==> src/sv/lph_ram.sv <==
// ----------------------------------------------------------------------------
// lph_ram
// generic single write port ram with registered read
// ----------------------------------------------------------------------------
module lph_ram #(
  parameter int WIDTH = 16,
  parameter int DEPTH = 64
) (
  input  logic                     clk,
  input  logic                     we,
  input  logic [$clog2(DEPTH)-1:0] waddr,
  input  logic [WIDTH-1:0]         wdata,
  input  logic [$clog2(DEPTH)-1:0] raddr,
  output logic [WIDTH-1:0]         rdata
);

  logic [WIDTH-1:0] mem [DEPTH];

  always_ff @(posedge clk) begin
    if (we) begin
      mem[waddr] <= wdata;
    end
    rdata <= mem[raddr];
  end

endmodule

==> config.mk <==
export PLATFORM = sky130hd
export DESIGN_NAME = lph_ram
export DESIGN_NICKNAME = d
export VERILOG_FILES = /design/src/sv/lph_ram.sv
export SDC_FILE = /design/constraint.sdc
export NUM_CORES = 1
export LEC_CHECK = 0
export BUFFER_PORTS_ARGS = -buffer_cell sky130_fd_sc_hd__buf_2
export CAP_MARGIN = 0
export CORE_MARGIN = 2
export CORE_UTILIZATION = 26
export DETAILED_ROUTE_END_ITERATION = 16
export PLACE_DENSITY = 0.52
export SETUP_SLACK_MARGIN = 0.4
export SYNTH_ARGS = -nofsm -noshare
export SYNTH_HDL_FRONTEND = slang
export SYNTH_SLANG_ARGS = --single-unit
==> constraint.sdc <==
create_clock -name clk -period 3.9 [get_ports clk]
set_clock_uncertainty 0.2 [all_clocks]
set_input_delay 0.78 -clock clk [delete_from_list [all_inputs] [get_ports clk]]
set_output_delay 0.78 -clock clk [all_outputs]
set_load 0.03 [all_outputs]
==> results.sh, run 1 <==
export IMPL_crit_type="input pin to flip-flop"
export IMPL_cts_repair_resized=0
export IMPL_max_slew_margin_rel=0.181
export IMPL_min_period_ps=2910
export IMPL_fp_coreArea_mm2=0.154
export IMPL_synth_top_area_frac=0.768
export IMPL_track_usage=0.131
export IMPL_met2WireLength_um=48200
export IMPL_final_hold_viol_count=0
export IMPL_ys_seq_area_frac=0.776
export IMPL_synth_top_area_cell="edfxtp_1"
export IMPL_drt_pass1_iterations=5
export IMPL_wire_per_inst_um=24.9
export IMPL_final_setup_tns_ps=0
export IMPL_met1_length_um=45400
export IMPL_cts_reportedPaths_clkPinSlew_ps=60
export IMPL_yosysUniqueCellTypes=43
export IMPL_grt_pass1_wl_um=148000
export IMPL_arrival_ps=3230
export IMPL_antenna_left=0
export IMPL_dpl_cell_area_mm2=0.0435
export IMPL_cts_root_buf="clkbuf_16"
export IMPL_die_area_mm2=0.157
export IMPL_wl_met3_um=8430
export IMPL_via_per_inst=4.63
export IMPL_pwr_density_cell_mw_per_mm2=508
export IMPL_synth_edff_count=1024
export IMPL_path_max_fanout=66
export IMPL_ys_top_cells_by_count="edfxtp_1 (1024), mux4_2 (220), mux2i_1 (85), nor2_1 (72), nand2_1 (59)"
export IMPL_p_total_mw=23.9
export IMPL_leakagePower_nw=14.7
export IMPL_synth_nets=1859
export IMPL_utilization=0.307
export IMPL_place_congestion=0.812
export IMPL_setup_viol_count_final=0
export IMPL_synth_cell_area_mm2=0.0400
export IMPL_drive_above_1_share=0.293
export IMPL_row_count=144
export IMPL_clock_sinks=1040
export IMPL_grt_pass1_vias=19700
export IMPL_drc_errors=0
export IMPL_ys_ff_latch=1040
export IMPL_post_layout_nonfiller_instances=4181
export IMPL_nets=2073
export IMPL_rsz0062_at_grt="false"
export IMPL_grt_overflow_total=0
export IMPL_die_x_um=396
export IMPL_synthMostInstantiatedCell="edfxtp_1"
export IMPL_cts_setup_buffers=0
export IMPL_wirelength_um=104000
export IMPL_postCtsHoldBufs=0
export IMPL_highest_layer="met5"
export IMPL_cts_tree="built"
export IMPL_syn2layout_area_growth_pct=17.5
export IMPL_final_cell_area_mm2=0.0471
export IMPL_die_y_um=396
export IMPL_ios=46
export IMPL_syn_avg_cell_area_um2=21.9
export IMPL_vias=19400
export IMPL_clock_path_buffers=3
export IMPL_fmax_mhz=344
export IMPL_synthArstFlopShare=0
export IMPL_antenna_found_initial=12
export IMPL_port_buffer_count=45
export IMPL_ys_flop_type="edfxtp_1"
export IMPL_clk_latency_ps=690
export IMPL_drv_slew=0
export IMPL_dp_cells=3979
export IMPL_ys_warn_count=0
export IMPL_first_iter_violations=2151
export IMPL_cts_buffers=106
export IMPL_worstMarginPinSlew_ps=1220
export IMPL_syn_inst=1829
export IMPL_n_fill_cell=14800
export IMPL_finalCritPeriodShare=0.745
export IMPL_outcome="complete, no violations"
export IMPL_required_ps=4220
export IMPL_start_util=0.261
export IMPL_worst_setup_path_end_kind="flip-flop"
export IMPL_htree_levels=3
export IMPL_hold_path_class="input pin to flip-flop"
export IMPL_start_kind="input pin"
export IMPL_drv_cap=0
export IMPL_dpl_hpwl_um=65300
export IMPL_vdd_drop_max_mv=0.337
export IMPL_synth_area_leaders="edfxtp_1 (77%), mux4_2 (12%), mux2i_1 (2.1%), dfxtp_1 (0.80%), mux2_2 (0.76%)"
export IMPL_grt_max_degree=67
-- cell families (layout without fill, tap and decap cells) --
family | Yosys count | in the layout | share of synthesized area
buffers and inverters | 104 | 410 | 0.0183
DFF | 1040 | 1040 | 0.776
other | 0 | 2 | 0
AOI/OAI and AO/OA | 129 | 129 | 0.0241
and+or+nand+nor | 220 | 220 | 0.0265
muxes | 336 | 336 | 0.155
-- per-layer routing --
| layer | global-route usage | up-vias |
|---|---|---|
| li1 | - | 8125 |
| met1 | 0.183 | 10400 |
| met2 | 0.205 | 688 |
| met3 | 0.0328 | 148 |
| met4 | 0.0316 | 10 |
| met5 | 0 | - |
-- worst paths after layout --
kind | startpoint | endpoint | slack (ps) | cells after the start
max | raddr[2] | rdata[11]$_DFF_P_ | 990 | 7
min | raddr[5] | rdata[4]$_DFF_P_ | 410 | 3
max reg2reg | mem[22][15]$_DFFE_PP_ | rdata[15]$_DFF_P_ | 1320 | 5
min reg2reg | mem[56][5]$_DFFE_PP_ | rdata[5]$_DFF_P_ | 710 | 5
-- worst max-delay path, cell delays in order --
cell      delay (ps)
buf_8            480
buf_4            330
mux4_2           320
mux2i_1          320
a22oi_1          150
a31oi_1          600
a311oi_1         120
-- power by group --
| group | switching [mW] | internal (mW) | total (mW) |
|---|---|---|---|
| Combinational | 0.824 | 0.453 | 1.28 |
| Clock | 4.27 | 5.93 | 10.2 |
| Sequential | 0.0537 | 12.4 | 12.4 |
| Total | 5.15 | 18.8 | 23.9 |
-- through the flow --
stage	hold WS [ps]	worst slack (ps)
after floorplan	550	885
after global placement	688	330
after detailed placement	682	326
after CTS	348	1040
after global routing	385	826
final	406	993
-- cells in the final DEF (no fill, tap or decap), drive strengths merged, types with 16 or more instances in the layout --
cell type	netlist	routed
edfxtp	1024	1024
mux4	224	224
buf	77	210
clkbuf	27	133
mux2i	85	85
nor2	74	74
nand2	60	60
clkinv	0	41
a22oi	39	39
nor2b	30	30
mux2	27	27
nand3	24	24
a21oi	17	17
a221oi	16	16
dfxtp	16	16
-- cell type report --
cell class,instances,area [um^2],share of cell area
Sequential cell,1040,31100,0.660
Multi-Input combinational cell,685,8250,0.175
Clock buffer,133,2800,0.0596
Tap cell,2044,2560,0.0543
Timing Repair Buffer,210,1640,0.0349
Clock inverter,67,738,0.0157
Antenna cell,2,5.00,0.000106
-- sequential cells by signal (all words and copies together), names as in the netlist --
signal / cells
mem: 1024
rdata: 16
Note: power is estimated with default switching activity, not from simulation.
==> run 2: changes to the inputs <==
PLACE_DENSITY = 0.53   (was 0.52)
clock period = 2.4 ns   (was 3.9 ns; I/O delays follow)
==> run 2 against run 1 <==
Net effect: flip-flop and latch count did not move; setup slack got worse by 650 ps; critical endpoint is now rdata[4]$_DFF_P_; final area rose by 5.2%.
==> results.sh, run 2 (synthesis results as in run 1) <==
export IMPL_n_fill_cell=14500
export IMPL_crit_type="flip-flop to flip-flop"
export IMPL_wire_per_inst_um=24.5
export IMPL_ios=46
export IMPL_leakagePower_nw=15.4
export IMPL_reg_top3="mem: 1024 flops, rdata: 16 flops"
export IMPL_dpl_cell_area_mm2=0.0458
export IMPL_required_ps=2790
export IMPL_largest_reg_flops=1024
export IMPL_cts_tree="built"
export IMPL_finalCritPeriodShare=0.858
export IMPL_start_util=0.261
export IMPL_htree_levels=3
export IMPL_cts_root_buf="clkbuf_16"
export IMPL_hold_path_class="input pin to flip-flop"
export IMPL_regMostFlops="mem"
export IMPL_antenna_left=0
export IMPL_grt_max_degree=65
export IMPL_worst_setup_path_end_kind="flip-flop"
export IMPL_fp_coreArea_mm2=0.154
export IMPL_min_period_ps=2060
export IMPL_reg2reg_slack_ps=340
export IMPL_drt_pass1_iterations=7
export IMPL_cts_reportedPaths_clkPinSlew_ps=70
export IMPL_worstMarginPinSlew_ps=873
export IMPL_drc_errors=0
export IMPL_postCtsHoldBufs=0
export IMPL_dpl_hpwl_um=65300
export IMPL_grt_overflow_total=0
export IMPL_die_area_mm2=0.157
export IMPL_outcome="complete, no violations"
export IMPL_track_usage=0.131
export IMPL_final_common_cell="edfxtp_1"
export IMPL_wirelength_um=105000
export IMPL_layout_setup_ws_ps=341
export IMPL_fmax_mhz=486
export IMPL_final_cell_mix="edfxtp_1 (1024), mux4_2 (220), buf_4 (149)"
export IMPL_vdd_drop_max_mv=0.556
export IMPL_place_ws_ps=-608
export IMPL_setup_viol_count_final=0
export IMPL_place_congestion=0.797
export IMPL_final_cell_area_mm2=0.0495
export IMPL_drive_above_1_share=0.365
export IMPL_first_iter_violations=2075
export IMPL_drv_cap=0
export IMPL_row_count=144
export IMPL_max_slew_margin_rel=0.418
export IMPL_clock_path_buffers=3
export IMPL_via_per_inst=4.62
export IMPL_cts_buffers=103
export IMPL_pwr_density_cell_mw_per_mm2=778
export IMPL_die_x_um=396
export IMPL_rsz0062_at_grt="true"
export IMPL_port_buffer_count=45
export IMPL_cts_setup_buffers=0
export IMPL_syn2layout_area_growth_pct=23.6
export IMPL_arrival_ps=2450
export IMPL_final_hold_viol_count=0
export IMPL_grt_pass1_vias=20100
export IMPL_grt_pass1_wl_um=149000
export IMPL_vias=19700
export IMPL_clock_sinks=1040
export IMPL_drv_slew=0
export IMPL_nets=2159
export IMPL_path_max_fanout=1
export IMPL_clk_latency_ps=720
export IMPL_start_kind="flip-flop"
export IMPL_die_y_um=396
export IMPL_antenna_found_initial=8
## run 2: layout make-up
| type | count | area (um^2) | share of cell area |
|---|---|---|---|
| clock buffer | 123 | 2650 | 0.0536 |
| multi-input combinational | 685 | 8940 | 0.181 |
| tap | 2044 | 2560 | 0.0517 |
| clock inverter | 65 | 671 | 0.0136 |
| sequential | 1040 | 31100 | 0.628 |
| antenna | 4 | 10.0 | 0.000202 |
| timing repair buffer | 299 | 3570 | 0.0721 |
## run 2: where the power goes
| group | leakage, nW | internal [mW] | total, mW | switching, mW |
|---|---|---|---|---|
| logic | 4.49 | 0.978 | 2.40 | 1.42 |
| clock network | 1.60 | 9.00 | 15.9 | 6.91 |
| registers | 9.35 | 20.1 | 20.2 | 0.0956 |
## run 2: path summary, 6_finish.rpt
kind,cells past startpoint,from,endpoint
setup reg to reg,7,mem[18][4]$_DFFE_PP_,rdata[4]$_DFF_P_
setup / recovery,7,mem[18][4]$_DFFE_PP_,rdata[4]$_DFF_P_
hold / removal,2,wdata[0],mem[53][0]$_DFFE_PP_
hold reg to reg,4,mem[32][10]$_DFFE_PP_,rdata[10]$_DFF_P_
## run 2: stage by stage
step	power, mW	util	hold WS (ps)	std cells	setup TNS (ps)
3_3_place_gp	22.9	0.298	662	4067	-7160
5_1_grt	39.7	0.322	84.6	4256	0
4_1_cts	38.8	0.322	77.1	4255	0
2_1_floorplan	21.7	-	379	1829	0
6_report	38.5	0.322	97.7	4260	0
3_5_place_dp	22.9	0.298	667	4067	-7300
## run 2: routing by layer
| layer | GRT usage | routed length, um | up-vias |
|---|---|---|---|
| met5 | 0 | 23 | - |
| met4 | 0.0282 | 1980 | 4 |
| met3 | 0.0308 | 7490 | 139 |
| met2 | 0.207 | 49100 | 675 |
| met1 | 0.184 | 46000 | 10500 |
| li1 | - | - | 8327 |
## run 2: what timing repair did
action | in CTS | in global routing
resized for setup | 66 | 18
gates cloned | 0 | 1
endpoints found under the setup margin | 26 | 20
pin swaps | 22 | 6
## run 2: worst max-delay path, stage by stage, from the launching register on
cell,delay [ps]
edfxtp_1,370
mux4_2,470
mux2i_1,160
buf_4,150
a22oi_1,120
a31oi_1,240
buf_4,200
a311oi_1,60
